## src/rvg_pkg.sv

```systemverilog
package rvg_pkg;

    // Register indexes of the configuration port.
    localparam logic [2:0] CFG_HEIGHT_AXIS      = 3'd0;
    localparam logic [2:0] CFG_MIRROR_COPIES    = 3'd1;
    localparam logic [2:0] CFG_HUE_SPREAD       = 3'd2;
    localparam logic [2:0] CFG_HUE_FLOW         = 3'd3;
    localparam logic [2:0] CFG_BRIGHTNESS_SCALE = 3'd4;

    localparam int CFG_INDEX_W = 3;
    localparam int CFG_DATA_W  = 11;

    // Height axis codes.
    localparam logic [1:0] AXIS_X   = 2'd0;
    localparam logic [1:0] AXIS_Y   = 2'd1;
    localparam logic [1:0] AXIS_Z   = 2'd2;
    localparam logic [1:0] AXIS_ALL = 2'd3;

    localparam int COLOR_MAX_DEFAULT   = 255;
    localparam int QUEUE_DEPTH_DEFAULT = 2;

    localparam logic [16:0] PHASE_STEP = 17'd4;
    localparam logic [16:0] PHASE_WRAP = 17'd100000;

    // floor(2^32 / 125), used to divide the hue drift product by 125.
    localparam logic [25:0] RECIP_125 = 26'd34359738;

    typedef struct packed {
        logic [1:0]  height_axis;
        logic        mirror_two;
        logic [8:0]  hue_spread;
        logic [10:0] hue_flow;
        logic [8:0]  brightness_scale;
    } cfg_t;

    // One classified point waiting for its voxels to be sent.
    typedef struct packed {
        logic [1:0] px;
        logic [1:0] py;
        logic [2:0] h;
        logic [7:0] red;
        logic [7:0] green;
        logic [7:0] blue;
    } desc_t;

    // Ten times the distance of a quadrant point from the cube centre.
    function automatic logic [5:0] centre_dist(input logic [1:0] x, input logic [1:0] y);
        logic [5:0] d;
        unique case ({x, y})
            4'h0: d = 6'd49;
            4'h1: d = 6'd43;
            4'h2: d = 6'd38;
            4'h3: d = 6'd35;
            4'h4: d = 6'd43;
            4'h5: d = 6'd35;
            4'h6: d = 6'd29;
            4'h7: d = 6'd25;
            4'h8: d = 6'd38;
            4'h9: d = 6'd29;
            4'hA: d = 6'd21;
            4'hB: d = 6'd16;
            4'hC: d = 6'd35;
            4'hD: d = 6'd25;
            4'hE: d = 6'd16;
            default: d = 6'd7;
        endcase
        return d;
    endfunction

    // Surface height 0..7 for one step of the 128-step sine wave.
    function automatic logic [2:0] height_of_step(input logic [7:0] k);
        logic [5:0] j;
        logic [5:0] m;
        logic [2:0] lvl;
        logic [6:0] k7;
        j = k[5:0];
        m = (j <= 6'd32) ? j : 6'(7'd64 - {1'b0, j});
        if (m < 6'd6) begin
            lvl = 3'd0;
        end
        else if (m < 6'd12) begin
            lvl = 3'd1;
        end
        else if (m < 6'd20) begin
            lvl = 3'd2;
        end
        else begin
            lvl = 3'd3;
        end
        k7 = k[6:0];
        return (k7 <= 7'd64) ? 3'd4 + lvl : 3'd3 - lvl;
    endfunction

endpackage

```

## src/rvg_queue.sv

```systemverilog
module rvg_queue #(
    parameter int DEPTH = rvg_pkg::QUEUE_DEPTH_DEFAULT
) (
    input  logic          clk,
    input  logic          rst_n,
    input  logic          push,
    input  rvg_pkg::desc_t push_data,
    output logic          full,
    input  logic          pop,
    output rvg_pkg::desc_t head,
    output logic          empty
);
    import rvg_pkg::*;

    localparam int AW = (DEPTH > 1) ? $clog2(DEPTH) : 1;
    localparam int CW = $clog2(DEPTH + 1);

    desc_t          mem [DEPTH];
    logic [AW-1:0]  wr_ptr_reg, wr_ptr_next;
    logic [AW-1:0]  rd_ptr_reg, rd_ptr_next;
    logic [CW-1:0]  count_reg, count_next;

    assign full  = (count_reg == CW'(DEPTH));
    assign empty = (count_reg == '0);
    assign head  = mem[rd_ptr_reg];

    always_comb
    begin
        wr_ptr_next = wr_ptr_reg;
        rd_ptr_next = rd_ptr_reg;
        count_next  = count_reg;
        if (push)
        begin
            wr_ptr_next = (wr_ptr_reg == AW'(DEPTH - 1)) ? '0 : wr_ptr_reg + 1'b1;
        end
        if (pop)
        begin
            rd_ptr_next = (rd_ptr_reg == AW'(DEPTH - 1)) ? '0 : rd_ptr_reg + 1'b1;
        end
        if (push && !pop)
        begin
            count_next = count_reg + 1'b1;
        end
        else if (pop && !push)
        begin
            count_next = count_reg - 1'b1;
        end
    end

    always_ff @(posedge clk or negedge rst_n)
    begin
        if (!rst_n)
        begin
            wr_ptr_reg <= '0;
            rd_ptr_reg <= '0;
            count_reg  <= '0;
        end
        else
        begin
            wr_ptr_reg <= wr_ptr_next;
            rd_ptr_reg <= rd_ptr_next;
            count_reg  <= count_next;
        end
    end

    always_ff @(posedge clk)
    begin
        if (push)
        begin
            mem[wr_ptr_reg] <= push_data;
        end
    end

endmodule

```

## src/rvg_front.sv

```systemverilog
module rvg_front #(
    parameter int COLOR_MAX = rvg_pkg::COLOR_MAX_DEFAULT
) (
    input  logic           clk,
    input  logic           rst_n,
    input  rvg_pkg::cfg_t  cfg,
    input  logic           in_valid,
    output logic           in_stall,
    input  logic [1:0]     point_x,
    input  logic [1:0]     point_y,
    input  logic           frame_end,
    output logic           push,
    output rvg_pkg::desc_t push_data,
    input  logic           full
);
    import rvg_pkg::*;

    localparam int CW        = $clog2(COLOR_MAX + 1);
    localparam int MW        = 26 + CW;
    localparam int RW        = MW + 1 - 24;
    localparam int LEVEL_MAX = (COLOR_MAX > 255) ? 255 : COLOR_MAX;

    localparam logic [2:0] STEP_LAST = 3'd5;

    logic        busy_reg, busy_next;
    logic [2:0]  step_reg, step_next;
    logic [16:0] phase_reg, phase_next;
    logic        accept;

    logic [1:0]  px_reg, py_reg;
    logic [2:0]  h_reg;
    logic [27:0] prod_reg;
    logic [24:0] quot_reg;
    logic [15:0] hs_reg;
    logic [15:0] hue_reg;
    logic [16:0] comp_reg [3];
    logic [25:0] mul1_reg [3];
    logic [MW-1:0] mul2_reg [3];

    logic [57:0] recip_prod;
    logic [31:0] dividend;
    logic [31:0] remainder;
    logic [15:0] drift;
    logic [18:0] h6;
    logic [15:0] frac;
    logic [16:0] comp_next [3];
    logic [7:0]  level [3];
    logic [MW:0] rounded [3];
    logic [16:0] phase_sum;

    assign accept   = in_valid && !busy_reg;
    assign in_stall = busy_reg;
    assign push     = busy_reg && (step_reg == STEP_LAST) && !full;

    always_comb
    begin
        busy_next  = busy_reg;
        step_next  = step_reg;
        phase_next = phase_reg;
        phase_sum  = phase_reg + PHASE_STEP;
        if (accept)
        begin
            busy_next = 1'b1;
            step_next = '0;
            if (frame_end)
            begin
                phase_next = (phase_sum >= PHASE_WRAP) ? phase_sum - PHASE_WRAP : phase_sum;
            end
        end
        else if (busy_reg)
        begin
            if (step_reg != STEP_LAST)
            begin
                step_next = step_reg + 1'b1;
            end
            else if (!full)
            begin
                busy_next = 1'b0;
            end
        end
    end

    always_ff @(posedge clk or negedge rst_n)
    begin
        if (!rst_n)
        begin
            busy_reg  <= 1'b0;
            step_reg  <= '0;
            phase_reg <= '0;
        end
        else
        begin
            busy_reg  <= busy_next;
            step_reg  <= step_next;
            phase_reg <= phase_next;
        end
    end

    // Drift divide by 125: reciprocal estimate, then one correction step.
    always_comb
    begin
        dividend   = {prod_reg, 4'b0000};
        recip_prod = 58'(dividend) * 58'(RECIP_125);
        remainder  = dividend - 32'(quot_reg) * 32'd125;
        drift      = quot_reg[15:0] + ((remainder >= 32'd125) ? 16'd1 : 16'd0);
        h6         = 19'(hue_reg) * 19'd6;
        frac       = h6[15:0];
    end

    // Six-sector hue wheel, components in Q1.16.
    always_comb
    begin
        unique case (h6[18:16])
            3'd0:
            begin
                comp_next[0] = 17'h10000;
                comp_next[1] = {1'b0, frac};
                comp_next[2] = '0;
            end
            3'd1:
            begin
                comp_next[0] = 17'h10000 - {1'b0, frac};
                comp_next[1] = 17'h10000;
                comp_next[2] = '0;
            end
            3'd2:
            begin
                comp_next[0] = '0;
                comp_next[1] = 17'h10000;
                comp_next[2] = {1'b0, frac};
            end
            3'd3:
            begin
                comp_next[0] = '0;
                comp_next[1] = 17'h10000 - {1'b0, frac};
                comp_next[2] = 17'h10000;
            end
            3'd4:
            begin
                comp_next[0] = {1'b0, frac};
                comp_next[1] = '0;
                comp_next[2] = 17'h10000;
            end
            default:
            begin
                comp_next[0] = 17'h10000;
                comp_next[1] = '0;
                comp_next[2] = 17'h10000 - {1'b0, frac};
            end
        endcase
    end

    always_comb
    begin
        for (int i = 0; i < 3; i++)
        begin
            rounded[i] = {1'b0, mul2_reg[i]} + (MW + 1)'(1 << 23);
            if (rounded[i][MW:24] > RW'(LEVEL_MAX))
            begin
                level[i] = 8'(LEVEL_MAX);
            end
            else
            begin
                level[i] = 8'(rounded[i][MW:24]);
            end
        end
    end

    assign push_data.px    = px_reg;
    assign push_data.py    = py_reg;
    assign push_data.h     = h_reg;
    assign push_data.red   = level[0];
    assign push_data.green = level[1];
    assign push_data.blue  = level[2];

    // The datapath settles stage by stage while the step counter runs.
    always_ff @(posedge clk)
    begin
        if (accept)
        begin
            px_reg   <= point_x;
            py_reg   <= point_y;
            h_reg    <= height_of_step(8'(centre_dist(point_x, point_y))
                                       + 8'(phase_reg[6:0]));
            prod_reg <= 28'(phase_reg) * 28'(cfg.hue_flow);
        end
        quot_reg <= recip_prod[56:32];
        hs_reg   <= 16'(16'(h_reg) * 16'(cfg.hue_spread) << 5);
        hue_reg  <= hs_reg + drift;
        for (int i = 0; i < 3; i++)
        begin
            comp_reg[i] <= comp_next[i];
            mul1_reg[i] <= 26'(comp_reg[i]) * 26'(cfg.brightness_scale);
            mul2_reg[i] <= MW'(mul1_reg[i]) * MW'(COLOR_MAX);
        end
    end

endmodule

```

## src/rvg_back.sv

```systemverilog
module rvg_back (
    input  logic           clk,
    input  logic           rst_n,
    input  rvg_pkg::cfg_t  cfg,
    input  rvg_pkg::desc_t head,
    input  logic           empty,
    output logic           pop,
    output logic           out_valid,
    input  logic           out_stall,
    output logic [2:0]     voxel_x,
    output logic [2:0]     voxel_y,
    output logic [2:0]     voxel_z,
    output logic [7:0]     red_level,
    output logic [7:0]     green_level,
    output logic [7:0]     blue_level,
    output logic           last_voxel
);
    import rvg_pkg::*;

    logic       out_valid_reg, out_valid_next;
    logic [1:0] pass_reg, pass_next;
    logic [1:0] quad_reg, quad_next;
    logic       copy_reg, copy_next;

    logic [2:0] vx_reg, vy_reg, vz_reg;
    logic [7:0] red_reg, green_reg, blue_reg;
    logic       last_reg;

    logic       load, emit;
    logic       copy_done, quad_done, pass_done;
    logic [1:0] axis;
    logic [2:0] hh, u, v;
    logic [2:0] vx, vy, vz;

    assign load = !out_valid_reg || !out_stall;
    assign emit = load && !empty;

    assign copy_done = !cfg.mirror_two || copy_reg;
    assign quad_done = (quad_reg == 2'd3);
    assign pass_done = (cfg.height_axis == AXIS_ALL) ? (pass_reg == 2'd2) : 1'b1;
    assign pop       = emit && copy_done && quad_done && pass_done;

    always_comb
    begin
        axis = (cfg.height_axis == AXIS_ALL) ? pass_reg : cfg.height_axis;
        hh   = copy_reg ? 3'd7 - head.h : head.h;
        u    = quad_reg[0] ? 3'd7 - {1'b0, head.px} : {1'b0, head.px};
        v    = quad_reg[1] ? 3'd7 - {1'b0, head.py} : {1'b0, head.py};
        unique case (axis)
            AXIS_X:
            begin
                vx = hh;
                vy = u;
                vz = v;
            end
            AXIS_Y:
            begin
                vx = u;
                vy = hh;
                vz = v;
            end
            default:
            begin
                vx = u;
                vy = v;
                vz = hh;
            end
        endcase
    end

    always_comb
    begin
        out_valid_next = out_valid_reg;
        pass_next      = pass_reg;
        quad_next      = quad_reg;
        copy_next      = copy_reg;
        if (load)
        begin
            out_valid_next = !empty;
        end
        if (emit)
        begin
            if (!copy_done)
            begin
                copy_next = 1'b1;
            end
            else
            begin
                copy_next = 1'b0;
                if (!quad_done)
                begin
                    quad_next = quad_reg + 1'b1;
                end
                else
                begin
                    quad_next = '0;
                    pass_next = pass_done ? 2'd0 : pass_reg + 1'b1;
                end
            end
        end
    end

    always_ff @(posedge clk or negedge rst_n)
    begin
        if (!rst_n)
        begin
            out_valid_reg <= 1'b0;
            pass_reg      <= '0;
            quad_reg      <= '0;
            copy_reg      <= 1'b0;
        end
        else
        begin
            out_valid_reg <= out_valid_next;
            pass_reg      <= pass_next;
            quad_reg      <= quad_next;
            copy_reg      <= copy_next;
        end
    end

    always_ff @(posedge clk)
    begin
        if (emit)
        begin
            vx_reg    <= vx;
            vy_reg    <= vy;
            vz_reg    <= vz;
            red_reg   <= head.red;
            green_reg <= head.green;
            blue_reg  <= head.blue;
            last_reg  <= copy_done && quad_done && pass_done;
        end
    end

    assign out_valid   = out_valid_reg;
    assign voxel_x     = vx_reg;
    assign voxel_y     = vy_reg;
    assign voxel_z     = vz_reg;
    assign red_level   = red_reg;
    assign green_level = green_reg;
    assign blue_level  = blue_reg;
    assign last_voxel  = last_reg;

endmodule

```

## src/ripple_voxel_generator.sv

```systemverilog
// A point's first voxel reaches the output once the front has run its six steps through the
// colour datapath and the point has passed the queue and the back's output register.
// The front takes a new point only once done with the last; the back sends one voxel per
// cycle unless the output stalls or the queue is empty; a point gives 4, 8, 12 or 24 voxels.
// Reset: wave phase cleared, registers at their defaults, queue and output empty.
module ripple_voxel_generator #(
    parameter int COLOR_MAX   = rvg_pkg::COLOR_MAX_DEFAULT,
    parameter int QUEUE_DEPTH = rvg_pkg::QUEUE_DEPTH_DEFAULT
) (
    input  logic                            clk,
    input  logic                            rst_n,
    input  logic                            cfg_valid,
    output logic                            cfg_ready,
    input  logic [rvg_pkg::CFG_INDEX_W-1:0] cfg_index,
    input  logic [rvg_pkg::CFG_DATA_W-1:0]  cfg_data,
    input  logic                            in_valid,
    output logic                            in_stall,
    input  logic [1:0]                      point_x,
    input  logic [1:0]                      point_y,
    input  logic                            frame_end,
    output logic                            out_valid,
    input  logic                            out_stall,
    output logic [2:0]                      voxel_x,
    output logic [2:0]                      voxel_y,
    output logic [2:0]                      voxel_z,
    output logic [7:0]                      red_level,
    output logic [7:0]                      green_level,
    output logic [7:0]                      blue_level,
    output logic                            last_voxel
);
    import rvg_pkg::*;

    // Configuration registers. Each value is clamped to its legal range as it
    // is written, so the datapath never sees an out-of-range setting.
    cfg_t cfg_reg, cfg_next;

    // Handshake between the front (point classification and colour) and the
    // back (voxel expansion), through a short queue of finished points.
    logic  push, full, pop, empty;
    desc_t push_data, head;

    logic [8:0]  spread_in;
    logic [10:0] flow_in;
    logic [8:0]  bright_in;

    // Takes every write; the user must write only while the block is idle, unenforced.
    assign cfg_ready = 1'b1;

    always_comb
    begin
        cfg_next  = cfg_reg;
        spread_in = cfg_data[8:0];
        flow_in   = cfg_data[10:0];
        bright_in = cfg_data[8:0];
        if (cfg_valid)
        begin
            unique case (cfg_index)
                CFG_HEIGHT_AXIS:
                begin
                    cfg_next.height_axis = cfg_data[1:0];
                end
                CFG_MIRROR_COPIES:
                begin
                    // A code of 0 or 1 means one surface, 2 or 3 adds the reflection.
                    cfg_next.mirror_two = cfg_data[1];
                end
                CFG_HUE_SPREAD:
                begin
                    cfg_next.hue_spread = (spread_in > 9'd256) ? 9'd256 : spread_in;
                end
                CFG_HUE_FLOW:
                begin
                    cfg_next.hue_flow = (flow_in > 11'd1024) ? 11'd1024 : flow_in;
                end
                CFG_BRIGHTNESS_SCALE:
                begin
                    if (bright_in < 9'd38)
                    begin
                        cfg_next.brightness_scale = 9'd38;
                    end
                    else if (bright_in > 9'd256)
                    begin
                        cfg_next.brightness_scale = 9'd256;
                    end
                    else
                    begin
                        cfg_next.brightness_scale = bright_in;
                    end
                end
                default:
                begin
                    cfg_next = cfg_reg;
                end
            endcase
        end
    end

    always_ff @(posedge clk or negedge rst_n)
    begin
        if (!rst_n)
        begin
            cfg_reg.height_axis      <= AXIS_Z;
            cfg_reg.mirror_two       <= 1'b0;
            cfg_reg.hue_spread       <= 9'd90;
            cfg_reg.hue_flow         <= 11'd256;
            cfg_reg.brightness_scale <= 9'd256;
        end
        else
        begin
            cfg_reg <= cfg_next;
        end
    end

    // The front holds the wave phase, looks up the height of the point and
    // works out its colour; it stalls its input while a point is in flight.
    rvg_front #(
        .COLOR_MAX (COLOR_MAX)
    ) u_front (
        .clk       (clk),
        .rst_n     (rst_n),
        .cfg       (cfg_reg),
        .in_valid  (in_valid),
        .in_stall  (in_stall),
        .point_x   (point_x),
        .point_y   (point_y),
        .frame_end (frame_end),
        .push      (push),
        .push_data (push_data),
        .full      (full)
    );

    // The queue lets the front start on the next point while the back is
    // still sending the mirrored voxels of the earlier one.
    rvg_queue #(
        .DEPTH (QUEUE_DEPTH)
    ) u_queue (
        .clk       (clk),
        .rst_n     (rst_n),
        .push      (push),
        .push_data (push_data),
        .full      (full),
        .pop       (pop),
        .head      (head),
        .empty     (empty)
    );

    // The back walks axes, quadrants and copies into an output register, one voxel
    // per cycle unless stalled or out of points, and marks the final voxel of each point.
    rvg_back u_back (
        .clk         (clk),
        .rst_n       (rst_n),
        .cfg         (cfg_reg),
        .head        (head),
        .empty       (empty),
        .pop         (pop),
        .out_valid   (out_valid),
        .out_stall   (out_stall),
        .voxel_x     (voxel_x),
        .voxel_y     (voxel_y),
        .voxel_z     (voxel_z),
        .red_level   (red_level),
        .green_level (green_level),
        .blue_level  (blue_level),
        .last_voxel  (last_voxel)
    );

endmodule

```

## config.mk

```make
export PLATFORM = sky130hd
export DESIGN_NAME = ripple_voxel_generator
export DESIGN_NICKNAME = d
export VERILOG_FILES = /design/src/rvg_pkg.sv /design/src/rvg_queue.sv /design/src/rvg_front.sv /design/src/rvg_back.sv /design/src/ripple_voxel_generator.sv
export SDC_FILE = /design/constraint.sdc
export NUM_CORES = 2
export LEC_CHECK = 0
export ABC_AREA = 1
export BUFFER_PORTS_ARGS = -buffer_cell sky130_fd_sc_hd__buf_2
export CORE_MARGIN = 3
export CORE_UTILIZATION = 27
export DETAILED_ROUTE_END_ITERATION = 8
export PLACE_DENSITY = 0.43
export SLEW_MARGIN = 20
export SYNTH_ARGS = -nofsm -noshare
export SYNTH_HDL_FRONTEND = slang
export SYNTH_HIERARCHICAL = 1
export SYNTH_SLANG_ARGS = --single-unit
```

## constraint.sdc

```tcl
create_clock -name clk -period 13.3 [get_ports clk]
set_input_delay 1.33 -clock clk [delete_from_list [all_inputs] [get_ports clk]]
set_output_delay 1.33 -clock clk [all_outputs]
set_load 0.1 [all_outputs]
```

# ---- After elaboration in Yosys (flattened, before gate mapping)
# Memory sizes are Yosys's and may differ from the RTL's.
# Cells that the tools add are included.
# Widths: inputs -> output; s select.
dict set report word_totals {
  rom_bits 96
  out_inout_bits 37
  ff_bits 184
  ramBits 293
  elab_cells 174
  mem_count 5
  inputBits 24
}
dict set report op_classes {
  n_addsub 23
  eq_ne 15
  multipliers 11
  n_reduce_logical 38
  n_mux 40
  n_lt_le_gt_ge 13
}
# memory words word_bits read_ports rd_clocked_by_memory_dff write_ports line_no
set mem_list {}
lappend mem_list {u_front.mul2_reg 3 34 3 0 3 rvg_front.sv:38} ;# logic [MW-1:0] mul2_reg [3];
lappend mem_list {{(name not given)} 16 6 1 0 0 rvg_pkg.sv:49} ;# unique case ({x, y})
lappend mem_list {u_front.mul1_reg 3 26 3 0 3 rvg_front.sv:37} ;# logic [25:0] mul1_reg [3];
lappend mem_list {u_queue.mem 2 31 1 0 1 rvg_queue.sv:18} ;# desc_t mem [DEPTH];
lappend mem_list {u_front.comp_reg 3 17 3 0 3 rvg_front.sv:36} ;# logic [16:0] comp_reg [3];
# cell n
set ops {}
lappend ops {{$pmux 51 s5} 1}
lappend ops {{$add 34x24->35 const B} 3}
lappend ops {{$mul 26x8->34 const B} 3}
lappend ops {{$mul 17x9->26} 3}
lappend ops {{$mul 28x25->52 const B} 1}
lappend ops {{$mux 3} 12}
lappend ops {{$gt 11x8->1 const B} 3}
lappend ops {{$add 16x16->16} 2}
lappend ops {{$ge 32x7->1 const B} 1}
lappend ops {{$mul 25x7->32 const B} 1}
lappend ops {{$sub 32x32->32} 1}
lappend ops {{$mul 17x11->28} 1}
lappend ops {{$mux 8} 3}
lappend ops {{$mul 16x2->18 const B} 1}
lappend ops {{$mux 9} 2}
lappend ops {{$add 17x3->17 const B} 1}
lappend ops {{$ge 17x17->1 const B} 1}
lappend ops {{$mux 17} 1}
lappend ops {{$sub 17x16->17 const A} 1}
lappend ops {{$sub 17x17->17 const B} 1}
lappend ops {{$reduce_and 2->1} 8}
lappend ops {{$eq 3x2->1 const B} 4}
lappend ops {{$mux 1} 12}
lappend ops {{$mux 6} 2}
lappend ops {{other kinds (35)} 71}

# ---- Depth between registers and ports, before layout
dict set report logic_depth {
  word_depth 13
  mapped_depth 35
  depth_no_buf 35
}

# ---- Hierarchy
# The synthesis kept the hierarchy.
# module area_per_inst_um2 cells_each seq_area_each_um2 n_inst
set modules_own_cells {}
lappend modules_own_cells {rvg_front 59544.6 7348 5630.4 1}
lappend modules_own_cells {rvg_queue 2597.5 122 1961.9 1}
lappend modules_own_cells {rvg_back 1600.3 131 1171.1 1}
lappend modules_own_cells {ripple_voxel_generator 1410.1 162 809.5 1}

# ---- Least setup slack after synthesis
# OpenSTA, ideal clock, no wires.
dict set report synth_timing {
  path_kind {register to register}
  start {register u_front.quot_reg[4]}
  end {register u_front.hue_reg[12]}
  setup_ns 0.120
  synth_period_minus_slack_ns 5.387
  setup_slack_ns 7.913
  path_buffers 0
  arrival_ns 5.268
  required_ns 13.180
  stages_incl_launch_ff 32
  cell_sequence {dfxtp_1 -> inv_1 -> fa_1 -> fa_1 -> fa_1 -> inv_1 -> fa_1 -> inv_1 -> ha_1 -> nand2_1 -> inv_1 -> a21oi_1 -> nand3_1 -> nand2_1 -> nand2_1 -> nand2_1 -> o21ai_0 -> nor2_1 -> nand2_1 -> nor2_1 -> nand4_1 -> ha_1 -> ha_1 -> nand2_1 -> nor2_1 -> nor2_1 -> o21ai_0 -> nand3_1 -> nand2_1 -> nand3_1 -> nand2_1 -> xor2_1}
}
dict set report synth_between {
  elab_chain_len 6
}
# element line_no
set synth_lines {}
lappend synth_lines {{start: declaration} rvg_front.sv:33} ;# logic [24:0] quot_reg;
lappend synth_lines {{start signal: assignment} rvg_front.sv:187} ;# quot_reg <= recip_prod[56:32];
lappend synth_lines {{$mul 25x7->32} rvg_front.sv:104} ;# remainder = dividend - 32'(quot_reg) * 32'd125;
lappend synth_lines {{$sub 32x32->32} rvg_front.sv:104}
lappend synth_lines {{$ge 32x7->1} rvg_front.sv:105} ;# drift = quot_reg[15:0] + ((remainder >= 32'd125) ? 16'd1 : 16'd0);
lappend synth_lines {{$mux 1} rvg_front.sv:105}
lappend synth_lines {{$add 16x16->16 (*)} rvg_front.sv:105}
lappend synth_lines {{$add 16x16->16 (*)} rvg_front.sv:189} ;# hue_reg <= hs_reg + drift;
lappend synth_lines {{end signal: assignment} rvg_front.sv:189}
lappend synth_lines {{end: declaration} rvg_front.sv:35} ;# logic [15:0] hue_reg;
# Every way passes the cells marked *; elsewhere a longest branch is shown, timed or not.
# A chain may end at the register's enable or synchronous reset.

# ---- Final worst setup path
dict set report layout_timing {
  start {register u_front.quot_reg[6]}
  end {register u_front.hue_reg[12]}
}
# The elaborated chain is that of the path after synthesis.

==> impl_metrics.tcl <==
set metrics [dict create \
    run_status "complete, no violations" \
    final_cell_mix "inv_1, nand2_1, fa_1, ha_1, nor2_1" \
    fin_tns_setup_ns 0 \
    synth_cell_types 56 \
    final.fill_count 25552 \
    yosysWarnings 6 \
    cap_viol_max_count 0 \
    cts_tree "built" \
    area_growth_syn_to_layout_pct 8.803 \
    grt_max_degree 50 \
    wirelength_um 178100 \
    fp-row-count 179 \
    wire_per_inst_um 16.22 \
    finClkSkew_ns 0.05497 \
    wl_met2_um 84200 \
    drtPass1Iterations 6 \
    remaining_drc_errors 0 \
    fin_crit_sh_pct 48.68 \
    antenna_found_initial 9 \
    final_antenna_net_count 0 \
    critical_path.endpoint_type "flop" \
    largest_reg_flops 75 \
    slew_violations 0 \
    clkTransAtPathRegs_ns 0.08 \
    cts_sinks 398 \
    cp_slowest_stage_delay_ns 0.55 \
    syn-cell-area_um2 65150 \
    cts_setup_buffers 0 \
    drtIter0Drc 2462 \
    synth_edf_count 129 \
    grt.total_usage_pct 14.67 \
    final_cells 10980 \
    synthCells 7763 \
    drive_gt1_share_pct 3.726 \
    critical_path.max_fanout 5 \
    start_kind "flop" \
    critical_path_required_ns 13.85 \
    fin_nets 9649 \
    rsz0062_at_grt "no" \
    dp.cells 10875 \
    coreArea_um2 239000 \
    grt_pass1_vias 51665 \
    setup_viol 0 \
    ys_seq_area_share_pct 14.69 \
    cpMaxStageDelayCell "fa_1" \
    cts_htree_levels 2 \
    die_h_um 497.2 \
    ctsResizeCount 0 \
    die_w_um 497.2 \
    num_vias 47801 \
    via_per_inst 4.353 \
    hold_viol_final 0 \
    place_hpwl_um 150100 \
    timing.slew.headroom_pct 37.64 \
    critPathArrivalTime_ns 7.03 \
    cts_made_buffers 54 \
    min_path_type "in2async" \
    cts_root_buf "clkbuf_16" \
    clockBufferDepth 3 \
    fin_util_pct 29.66 \
    path_class "reg2reg" \
    floorplan.initialDensity_pct 27.26 \
    async_flop_share_pct 15.33 \
    reg2regPathDepth 31 \
    synth-seq-cells 398 \
    yosys_most_used_dff "dfxtp_1" \
    grt_overflow 0 \
    min_period_ns 6.474 \
    ios 61 \
    cpMostUsedCell "nand2_1" \
    worstMarginPinSlew_ns 0.9257 \
    final_common_cell "inv_1" \
    insertion_delay_ns 0.70 \
    route.met3.wl_um 5619 \
    syn_area_per_cell_um2 8.393 \
    die-area_um2 247200 \
    portBuffers 59 \
    fmax_mhz 154.5 \
    routabilityCongestion 0.8733 \
    grt_first_pass_wirelength_um 289400 \
    wl_met1_um 84410 \
    dr.max_layer_used "met4" \
    cts_hold_buf 0 \
    syn_nets 9648 \
]
worst max-delay path: cells and delay by family, from the launching register on:
kind	cells	cell delay, ns
buf+inv	4	0.37
fa+ha+maj	7	2.99
flops	1	0.49
xor+xnor	1	0.14
compound gates	2	0.47
simple gates	17	1.89
synthesized netlist by cell type, drive strengths merged, types with 2 or more instances:
cell	instances	area, um2
edfxtp	129	3874
o211ai	21	157.7
a31oi	31	193.9
dfstp	7	183.9
nand4	53	331.6
o21a	15	112.6
nand2	1601	6037
o2111ai	4	35.03
o221ai	4	35.03
o31ai	3	22.52
inv	2118	7950
mux2	31	457.9
nand3	237	1211
xor2	148	1296
and3	3	18.77
nor4	19	118.9
dfxtp	208	4164
ha	786	9834
o22ai	31	193.9
buf	35	226.5
o21bai	24	180.2
xnor2	64	575.6
dfrtp	54	1351
nand3b	11	82.58
nor3	58	322.8
nor2	331	1308
a21oi	285	1434
a221oi	2	17.52
a211oi	11	82.58
fa	1075	21520
a21boi	8	60.06
a21o	29	217.7
o21ai	210	1081
clkbuf	112	421.7
cell type report:
| class | count | area (um2) | area share, % |
|---|---|---|---|
| Clock buffer | 67 | 1463 | 2.063 |
| Sequential cell | 398 | 9584 | 13.52 |
| Multi-Input combinational cell | 5100 | 46990 | 66.29 |
| Timing Repair Buffer | 92 | 545.5 | 0.7696 |
| Inverter | 2118 | 7950 | 11.22 |
| Tap cell | 3167 | 3963 | 5.590 |
| Clock inverter | 35 | 386.6 | 0.5454 |
| Antenna cell | 3 | 7.507 | 0.01059 |
cells by family (layout without fill, tap and decap cells):
kind of cell,after synthesis,in the layout,share of synthesized area (%)
xor gates and xnor gates,212,212,2.873
muxes,31,31,0.7029
adders and majority gates,1861,1861,48.13
buffers and inverters,2265,2312,13.20
and+or+nand+nor,2313,2313,14.47
AOI/OAI and AO/OA,682,682,5.928
other,1,4,0.005756
DFF,398,398,14.69
per-layer routing:
layer	vias to the layer above	GRT usage (%)
met5	-	0
met4	0	3.213
met3	154	1.524
met2	675	25.03
met1	23618	20.01
li1	23354	-
worst paths after layout:
path                                              from                           endpoint  slack [ns]
setup / recovery           u_front/quot_reg[6]$_DFF_P_        u_front/hue_reg[12]$_DFF_P_        6.83
hold / removal                                   rst_n  u_front/phase_reg[10]$_DFFE_PN0P_        0.48
setup reg to reg           u_front/quot_reg[6]$_DFF_P_        u_front/hue_reg[12]$_DFF_P_        6.83
hold reg to reg                 cfg_reg[6]$_DFFE_PN0P_             cfg_reg[6]$_DFFE_PN0P_        0.48
max in group asynchronous                        rst_n     u_queue/rd_ptr_reg$_DFFE_PN0P_       11.71
min in group clk                cfg_reg[6]$_DFFE_PN0P_             cfg_reg[6]$_DFFE_PN0P_        0.48
per-stage QoR:
stage / worst slack, ns / hold WS, ns / instance area [um2]
finish: 6.826 / 0.4846 / 70890
global route: 6.373 / 0.4407 / 70880
CTS: 6.837 / 0.4089 / 70880
detailed placement: 6.809 / 0.4731 / 69030
global placement: 6.787 / 0.4728 / 69030
floorplan: 7.913 / 0.4215 / 65150
Power is left out: the tool's default activity adds up to more than one toggle a clock period on the data nets, which glitch-free logic cannot reach.
